## src/rtl/kss_pkg.sv

```systemverilog
// ----------------------------------------------------------------------------
// kss_pkg
// shared types and constants of the keyed slot store
// ----------------------------------------------------------------------------
package kss_pkg;

    localparam int SlotCount = 64;
    localparam int KeyWidth  = 32;
    localparam int ValWidth  = 32;

    typedef enum logic [1:0] {
        ST_OK        = 2'd0,
        ST_NOT_FOUND = 2'd1,
        ST_NO_SPACE  = 2'd2,
        ST_BAD_KEY   = 2'd3
    } t_status;

    typedef enum logic {
        OP_GET = 1'b0,
        OP_SET = 1'b1
    } t_op;

    typedef enum logic [2:0] {
        S_CLEAR,
        S_IDLE,
        S_FIND,
        S_FREE
    } t_state;

    typedef struct packed {
        logic                operation;
        logic [KeyWidth-1:0] key;
        logic [ValWidth-1:0] value;
    } t_cmd;

    typedef struct packed {
        t_status             status;
        logic [ValWidth-1:0] read_value;
    } t_result;

    typedef struct packed {
        logic key_we;
        logic val_we;
    } t_mem_we;

endpackage

```

## src/rtl/keyed_slot_store_unit.sv

```systemverilog
// ----------------------------------------------------------------------------
// keyed_slot_store_unit
// key/value slot table searched by linear scan, key zero marks an empty slot
// ----------------------------------------------------------------------------
// a transaction is taken on i_cmd when start is high and busy is low
// operation get returns the stored value of the key, set stores key and value
// a set frees the key's old slot and takes the next free slot after it
// one result per transaction on o_result, valid for one cycle with o_done
// results cannot be held off; o_done is a single-cycle strobe
// key zero is answered in the cycle after it is taken, without a scan
// a get scans the key memory for the key, a set scans it for the key and
// then once more for a free slot; scans are bounded by the single read
// port of the key memory, which the shared comparator walks one slot per cycle
// after reset the key memory is cleared one slot per cycle with busy high
// value memory is not cleared; values are only read from written slots
// ----------------------------------------------------------------------------
module keyed_slot_store_unit #(
    parameter int SLOT_COUNT = kss_pkg::SlotCount
) (
    input  logic             i_clk,
    input  logic             i_rst_n,
    input  logic             start,
    input  kss_pkg::t_cmd    i_cmd,
    output logic             busy,
    output logic             o_done,
    output kss_pkg::t_result o_result
);

    localparam int IW = $clog2(SLOT_COUNT);

    kss_pkg::t_mem_we             we;
    logic [IW-1:0]                wr_addr;
    logic [kss_pkg::KeyWidth-1:0] wr_key;
    logic [kss_pkg::ValWidth-1:0] wr_val;
    logic [IW-1:0]                rd_addr;
    logic [kss_pkg::KeyWidth-1:0] rd_key;
    logic [kss_pkg::ValWidth-1:0] rd_val;

    kss_ctrl #(
        .SLOT_COUNT(SLOT_COUNT)
    ) u_ctrl (
        .i_clk    (i_clk),
        .i_rst_n  (i_rst_n),
        .start    (start),
        .i_cmd    (i_cmd),
        .busy     (busy),
        .o_done   (o_done),
        .o_result (o_result),
        .o_we     (we),
        .o_wr_addr(wr_addr),
        .o_wr_key (wr_key),
        .o_wr_val (wr_val),
        .o_rd_addr(rd_addr),
        .i_rd_key (rd_key),
        .i_rd_val (rd_val)
    );

    kss_slot_mem #(
        .SLOT_COUNT(SLOT_COUNT)
    ) u_mem (
        .i_clk    (i_clk),
        .i_we     (we),
        .i_wr_addr(wr_addr),
        .i_wr_key (wr_key),
        .i_wr_val (wr_val),
        .i_rd_addr(rd_addr),
        .o_rd_key (rd_key),
        .o_rd_val (rd_val)
    );

    a_clear_after_reset: assert property (@(posedge i_clk)
        !i_rst_n |=> busy)
        else $error("busy low right after reset");

    a_bad_key: assert property (@(posedge i_clk) disable iff (!i_rst_n)
        (start && !busy && (i_cmd.key == '0)) |=>
            (o_done && (o_result.status == kss_pkg::ST_BAD_KEY) && !busy))
        else $error("key zero not rejected");

    a_scan_busy: assert property (@(posedge i_clk) disable iff (!i_rst_n)
        (start && !busy && (i_cmd.key != '0)) |=> (busy && !o_done))
        else $error("scan not started");

    a_zero_value: assert property (@(posedge i_clk) disable iff (!i_rst_n)
        (o_done && (o_result.status != kss_pkg::ST_OK)) |-> (o_result.read_value == '0))
        else $error("value on failed transaction");

endmodule

```

## src/rtl/kss_slot_mem.sv

```systemverilog
// ----------------------------------------------------------------------------
// kss_slot_mem
// key and value slot arrays, one write port and one registered read port each
// ----------------------------------------------------------------------------
module kss_slot_mem #(
    parameter int SLOT_COUNT = kss_pkg::SlotCount,
    localparam int IW = $clog2(SLOT_COUNT)
) (
    input  logic                         i_clk,
    input  kss_pkg::t_mem_we             i_we,
    input  logic [IW-1:0]                i_wr_addr,
    input  logic [kss_pkg::KeyWidth-1:0] i_wr_key,
    input  logic [kss_pkg::ValWidth-1:0] i_wr_val,
    input  logic [IW-1:0]                i_rd_addr,
    output logic [kss_pkg::KeyWidth-1:0] o_rd_key,
    output logic [kss_pkg::ValWidth-1:0] o_rd_val
);

    logic [kss_pkg::KeyWidth-1:0] r_key_mem [SLOT_COUNT];
    logic [kss_pkg::ValWidth-1:0] r_val_mem [SLOT_COUNT];
    logic [kss_pkg::KeyWidth-1:0] r_rd_key;
    logic [kss_pkg::ValWidth-1:0] r_rd_val;

    always_ff @(posedge i_clk) begin
        if (i_we.key_we) begin
            r_key_mem[i_wr_addr] <= i_wr_key;
        end
        r_rd_key <= r_key_mem[i_rd_addr];
    end

    always_ff @(posedge i_clk) begin
        if (i_we.val_we) begin
            r_val_mem[i_wr_addr] <= i_wr_val;
        end
        r_rd_val <= r_val_mem[i_rd_addr];
    end

    assign o_rd_key = r_rd_key;
    assign o_rd_val = r_rd_val;

endmodule

```

## src/rtl/kss_ctrl.sv

```systemverilog
// ----------------------------------------------------------------------------
// kss_ctrl
// scan sequencer with one shared key comparator and slot counter
// ----------------------------------------------------------------------------
module kss_ctrl #(
    parameter int SLOT_COUNT = kss_pkg::SlotCount,
    localparam int IW = $clog2(SLOT_COUNT),
    localparam int CW = $clog2(SLOT_COUNT + 1)
) (
    input  logic                         i_clk,
    input  logic                         i_rst_n,
    input  logic                         start,
    input  kss_pkg::t_cmd                i_cmd,
    output logic                         busy,
    output logic                         o_done,
    output kss_pkg::t_result             o_result,
    output kss_pkg::t_mem_we             o_we,
    output logic [IW-1:0]                o_wr_addr,
    output logic [kss_pkg::KeyWidth-1:0] o_wr_key,
    output logic [kss_pkg::ValWidth-1:0] o_wr_val,
    output logic [IW-1:0]                o_rd_addr,
    input  logic [kss_pkg::KeyWidth-1:0] i_rd_key,
    input  logic [kss_pkg::ValWidth-1:0] i_rd_val
);

    kss_pkg::t_state              r_state, n_state;
    logic [IW-1:0]                r_ia, n_ia;
    logic [IW-1:0]                r_pa, n_pa;
    logic [CW-1:0]                r_ic, n_ic;
    logic                         r_pv, n_pv;
    logic                         r_op, n_op;
    logic [kss_pkg::KeyWidth-1:0] r_key, n_key;
    logic [kss_pkg::ValWidth-1:0] r_val, n_val;
    logic                         r_done, n_done;
    kss_pkg::t_result             r_res, n_res;

    logic [kss_pkg::KeyWidth-1:0] target;
    logic                         hit;
    logic                         last;
    logic                         accept;
    logic [IW-1:0]                ia_inc;
    logic [IW-1:0]                pa_inc;

    // shared comparator: key during find, empty marker during free search
    assign target = (r_state == kss_pkg::S_FIND) ? r_key : '0;
    assign hit    = r_pv && (i_rd_key == target);
    assign last   = (r_ic == CW'(SLOT_COUNT));
    assign accept = start && !busy;
    assign ia_inc = (r_ia == IW'(SLOT_COUNT - 1)) ? '0 : r_ia + 1'b1;
    assign pa_inc = (r_pa == IW'(SLOT_COUNT - 1)) ? '0 : r_pa + 1'b1;
    assign busy   = (r_state != kss_pkg::S_IDLE);

    always_comb begin
        n_state = r_state;
        unique case (r_state)
            kss_pkg::S_CLEAR: begin
                if (r_ia == IW'(SLOT_COUNT - 1)) begin
                    n_state = kss_pkg::S_IDLE;
                end
            end
            kss_pkg::S_IDLE: begin
                if (accept && (i_cmd.key != '0)) begin
                    n_state = kss_pkg::S_FIND;
                end
            end
            kss_pkg::S_FIND: begin
                if (hit || (r_pv && last)) begin
                    n_state = (r_op == kss_pkg::OP_SET) ? kss_pkg::S_FREE : kss_pkg::S_IDLE;
                end
            end
            kss_pkg::S_FREE: begin
                if (hit || (r_pv && last)) begin
                    n_state = kss_pkg::S_IDLE;
                end
            end
            default: n_state = kss_pkg::S_IDLE;
        endcase
    end

    always_comb begin
        n_ia      = r_ia;
        n_pa      = r_pa;
        n_ic      = r_ic;
        n_pv      = r_pv;
        n_op      = r_op;
        n_key     = r_key;
        n_val     = r_val;
        n_done    = 1'b0;
        n_res     = r_res;
        o_we      = '0;
        o_wr_addr = r_ia;
        o_wr_key  = '0;
        o_wr_val  = r_val;
        o_rd_addr = r_ia;
        unique case (r_state)
            kss_pkg::S_CLEAR: begin
                o_we.key_we = 1'b1;
                n_ia        = ia_inc;
            end
            kss_pkg::S_IDLE: begin
                if (accept) begin
                    n_op  = i_cmd.operation;
                    n_key = i_cmd.key;
                    n_val = i_cmd.value;
                    n_ia  = '0;
                    n_ic  = '0;
                    n_pv  = 1'b0;
                    if (i_cmd.key == '0) begin
                        n_done = 1'b1;
                        n_res  = '{status: kss_pkg::ST_BAD_KEY, read_value: '0};
                    end
                end
            end
            kss_pkg::S_FIND: begin
                if (hit) begin
                    if (r_op == kss_pkg::OP_GET) begin
                        n_done = 1'b1;
                        n_res  = '{status: kss_pkg::ST_OK, read_value: i_rd_val};
                    end else begin
                        // free the old slot, then search from the next one
                        o_we.key_we = 1'b1;
                        o_wr_addr   = r_pa;
                        n_ia        = pa_inc;
                        n_ic        = '0;
                        n_pv        = 1'b0;
                    end
                end else if (r_pv && last) begin
                    if (r_op == kss_pkg::OP_GET) begin
                        n_done = 1'b1;
                        n_res  = '{status: kss_pkg::ST_NOT_FOUND, read_value: '0};
                    end else begin
                        n_ia = IW'(1);
                        n_ic = '0;
                        n_pv = 1'b0;
                    end
                end else if (!last) begin
                    n_pa = r_ia;
                    n_pv = 1'b1;
                    n_ia = ia_inc;
                    n_ic = r_ic + 1'b1;
                end
            end
            kss_pkg::S_FREE: begin
                if (hit) begin
                    o_we.key_we = 1'b1;
                    o_we.val_we = 1'b1;
                    o_wr_addr   = r_pa;
                    o_wr_key    = r_key;
                    n_done      = 1'b1;
                    n_res       = '{status: kss_pkg::ST_OK, read_value: '0};
                end else if (r_pv && last) begin
                    n_done = 1'b1;
                    n_res  = '{status: kss_pkg::ST_NO_SPACE, read_value: '0};
                end else if (!last) begin
                    n_pa = r_ia;
                    n_pv = 1'b1;
                    n_ia = ia_inc;
                    n_ic = r_ic + 1'b1;
                end
            end
            default: begin
                n_pv = 1'b0;
            end
        endcase
    end

    always_ff @(posedge i_clk) begin
        if (!i_rst_n) begin
            r_state <= kss_pkg::S_CLEAR;
            r_ia    <= '0;
            r_ic    <= '0;
            r_pv    <= 1'b0;
            r_done  <= 1'b0;
        end else begin
            r_state <= n_state;
            r_ia    <= n_ia;
            r_ic    <= n_ic;
            r_pv    <= n_pv;
            r_done  <= n_done;
        end
    end

    always_ff @(posedge i_clk) begin
        r_pa  <= n_pa;
        r_op  <= n_op;
        r_key <= n_key;
        r_val <= n_val;
        r_res <= n_res;
    end

    assign o_done   = r_done;
    assign o_result = r_res;

endmodule

```

## config.mk

```make
export PLATFORM = sky130hd
export DESIGN_NAME = keyed_slot_store_unit
export DESIGN_NICKNAME = d
export VERILOG_FILES = /design/src/rtl/kss_pkg.sv /design/src/rtl/keyed_slot_store_unit.sv /design/src/rtl/kss_slot_mem.sv /design/src/rtl/kss_ctrl.sv
export SDC_FILE = /design/constraint.sdc
export NUM_CORES = 2
export LEC_CHECK = 0
export BUFFER_PORTS_ARGS = -buffer_cell sky130_fd_sc_hd__buf_2
export CORE_MARGIN = 2
export CORE_UTILIZATION = 45
export DETAILED_ROUTE_END_ITERATION = 6
export GPL_TIMING_DRIVEN = 0
export PLACE_DENSITY = 0.69
export SLEW_MARGIN = 0
export SYNTH_ARGS = -nofsm -noshare
export SYNTH_HDL_FRONTEND = slang
export SYNTH_SLANG_ARGS = --single-unit
```

## constraint.sdc

```tcl
create_clock -name i_clk -period 19 [get_ports i_clk]
set_input_delay 0.95 -clock i_clk [delete_from_list [all_inputs] [get_ports i_clk]]
set_output_delay 0.95 -clock i_clk [all_outputs]
set_load 0.02 [all_outputs]
```

==> results.yml <==
sta:
  relSlewSlack_pct: 5.07
  setup_viol: 0
  max_slew.worst_pin.slew_ns: 1.42
  finalHoldViolCount: 0
  fmax_mhz: 129
  fin_crit_sh_pct: 40.7
  finClkSkew_ns: 0.0523
  fin_tns_setup_ns: 0
  slew_viol_final: 0
  rsz0062_at_grt: "no"
  min_period_ns: 7.73
place:
  numPlacedInstances: 12000
  place_hpwl_mm: 311
  placed_cell_area_um2: 178000
  gp_congestion: 0.920
  port_buffers: 103
routing:
  viasPerCell: 6.17
  final_antenna_net_count: 0
  drtIter0Drc: 12000
  wire_per_inst_um: 34.4
  wirelength_mm: 441
  num_vias: 79100
  drc: 1
  first_pass_iters: 7
global_routing:
  grt_pass1_wl_mm: 611
  antenna_found_initial: 29
  grt_max_degree: 37
  grt_pass1_vias: 79200
  grt.total_usage_pct: 23.9
  grt-ovfl-total: 0
clock_network:
  cts.sinks: 4282
  post-cts-setup-buffers: 0
  cts_buffers: 408
  hold_buffers: 0
  clk_pin_slew_ns: 0.07
  cts_root_buffer: "clkbuf_16"
  post_cts_resize_count: 0
  tritoncts: "built"
  clock_latency_ns: 0.93
  cts.path.max_buffers: 4
  ctsHtreeMaxLevel: 5
synthesis:
  async_flop_share_pct: 0
  synthFlopType: "edfxtp_1"
  ys_ff_latch: 4282
  synth_fp_nets: 6639
  netlist_area_um2: 163000
  yosysWarnings: 0
  synth-seq-area-share_pct: 78.4
  synth_edf_count: 4201
  ys_types: 74
  syn_area_per_cell_um2: 24.8
  synthCells: 6562
worst_hold_path:
  hp-start: "i_cmd[21]"
  worstHoldEndpoint: "u_ctrl.o_wr_val[21]"
  holdCritPathClass: "in -> reg"
  holdPathStages: 1
power_and_ir_drop:
  power-per-cell-area_nw_per_um2: 118
  power.leakage_nw: 54.0
  ir_drop_uv: 88.4
die:
  coreArea_um2: 360000
  die-area_um2: 367000
  initial_utilization_pct: 45.3
  die_w_um: 606
  io_pins: 104
  rows: 220
  dieHeight_um: 606
finish:
  drive_above_1_share_pct: 35.8
  finalInstanceArea_um2: 191000
  nets: 7756
  fin_cells: 12800
  syn_to_final_growth_pct: 17.5
worst_setup_path:
  cp.required_ns: 19.61
  reg2reg_to: "u_mem.r_key_mem[43][14]"
  reg2reg_depth: 18
  crit_path_start_kind: "flip-flop"
  crit_fanout: 10
  regToRegSetupSlack_ns: 11.27
  arrival_ns: 8.34
  endpoint_kind: "flip-flop"
  r2r-start: "u_ctrl.r_state[0]"
  criticalPathCategory: "reg -> reg"
outcome:
  outcome: "complete, but fails checks"
  violations: "design-rule violations"
flow_run:
  drv_cap: 0
==> routing by layer <==
metal  vias up  share of wire (%)  global-route usage (%)
li1      30900                  -                       -
met3       744                9.6                    4.40
met4         6                5.1                    10.7
met5         -             0.0093                       0
met2      4896                 47                    37.3
met1     42500                 38                    33.2
==> worst max-delay path by stage <==
| stage | from | endpoint | depth (start not counted) |
|---|---|---|---|
| 6_report | u_ctrl.r_state[0] | u_mem.r_key_mem[43][14] | 18 |
| 5_1_grt | u_ctrl.r_state[0] | u_mem.r_key_mem[42][12] | 18 |
| 4_1_cts | u_ctrl.r_state[0] | u_mem.r_key_mem[43][17] | 17 |
| 3_5_place_dp | u_ctrl.r_state[0] | u_mem.r_key_mem[42][12] | 17 |
| 3_3_place_gp | u_ctrl.r_state[0] | u_mem.r_key_mem[63][12] | 12 |
| 2_1_floorplan | u_ctrl.r_state[0] | u_mem.r_key_mem[44][0] | 13 |
==> placed cells by master (no fill, tap or decap), types with 37 or more instances in the layout <==
master,instances
buf_6,338
nor3_2,104
buf_16,85
clkinv_1,75
buf_4,141
and2_1,37
clkbuf_16,418
clkbuf_1,333
edfxtp_1,4201
mux4_2,1344
dfxtp_1,81
buf_2,120
buf_1,59
nand2_1,47
clkinv_2,71
==> worst max-delay path, cell delays in order, from the launching register on <==
cell and delay (ns):
dfxtp_1 0.37, inv_1 0.13, ha_1 0.41, buf_2 0.37, buf_2 0.36, nand3_1 0.17
o31ai_1 0.83, nand4_1 0.62, nor4_1 1.00, o21a_1 0.22, nand2b_1 0.06, clkbuf_1 0.20
buf_1 0.51, nor4_2 1.00, buf_4 0.33, buf_4 0.20, buf_4 0.19, buf_4 0.19
buf_4 0.21
==> synth_stat cells, drive strengths merged (5+ instances only) <==
| cell | count | area share [%] |
|---|---|---|
| ha | 9 | 0.069 |
| and3 | 10 | 0.038 |
| clkbuf | 279 | 0.64 |
| o21ai | 28 | 0.086 |
| nand4 | 14 | 0.054 |
| nand2 | 47 | 0.11 |
| a31oi | 7 | 0.027 |
| nor3 | 121 | 0.37 |
| o221a | 5 | 0.035 |
| or2 | 6 | 0.023 |
| nor4bb | 5 | 0.031 |
| o41ai | 5 | 0.027 |
| nor4 | 42 | 0.18 |
| a21boi | 8 | 0.039 |
| inv | 17 | 0.039 |
| buf | 79 | 0.20 |
| dfxtp | 81 | 1.0 |
| xnor2 | 14 | 0.075 |
| nor2 | 33 | 0.076 |
| nand3 | 22 | 0.068 |
| nand2b | 13 | 0.050 |
| a22oi | 6 | 0.028 |
| edfxtp | 4201 | 77 |
| and2 | 69 | 0.26 |
| a21oi | 23 | 0.071 |
| mux4 | 1344 | 19 |
==> layout make-up <==
cell class | instances | area [um^2]
Antenna cell | 26 | 65.1
Buffer | 358 | 1430
Clock buffer | 526 | 11100
Clock inverter | 224 | 2170
Fill cell | 26300 | 168000
Inverter | 17 | 63.8
Multi-Input combinational cell | 1905 | 34400
Sequential cell | 4282 | 128000
Tap cell | 4773 | 5970
Timing Repair Buffer | 707 | 8390
==> logic make-up after synthesis <==
group	Yosys count	share of synthesized area [%]
flops	4282	78.4
simple gates	404	1.37
compound gates	128	0.555
fa+ha+maj	9	0.0691
buf+inv	375	0.884
xor+xnor	18	0.0968
mux	1346	18.6
==> sequential cells by signal, indices dropped and copies added (netlist names), 7 cells and up <==
name and flops:
u_mem.r_val_mem 2048, u_ctrl.o_wr_val 32, u_ctrl.o_result 34, u_ctrl.r_key 32
u_mem.r_key_mem 2048, u_mem.o_rd_key 32, u_mem.o_rd_val 32, u_ctrl.r_ic 7
==> report_power, final <==
| group | internal (mW) | total [mW] | switching [mW] |
|---|---|---|---|
| Clock | 4.60 | 8.09 | 3.49 |
| Sequential | 10.5 | 10.6 | 0.108 |
| Combinational | 1.56 | 3.85 | 2.29 |
| Total | 16.6 | 22.5 | 5.88 |
==> metrics by stage <==
| step | setup slack [ns] | utilization, % | hold slack [ns] | total power, mW |
|---|---|---|---|---|
| 2_1_floorplan | 12.12 | - | 0.406 | 13.0 |
| 3_3_place_gp | 6.11 | 47.1 | 0.411 | 14.5 |
| 3_5_place_dp | 11.26 | 49.5 | 0.417 | 14.6 |
| 4_1_cts | 11.22 | 53.2 | 0.153 | 22.6 |
| 5_1_grt | 11.27 | 53.2 | 0.173 | 23.1 |
| 6_report | 11.27 | 53.2 | 0.212 | 22.5 |
Power figures use the tool's default switching activity.
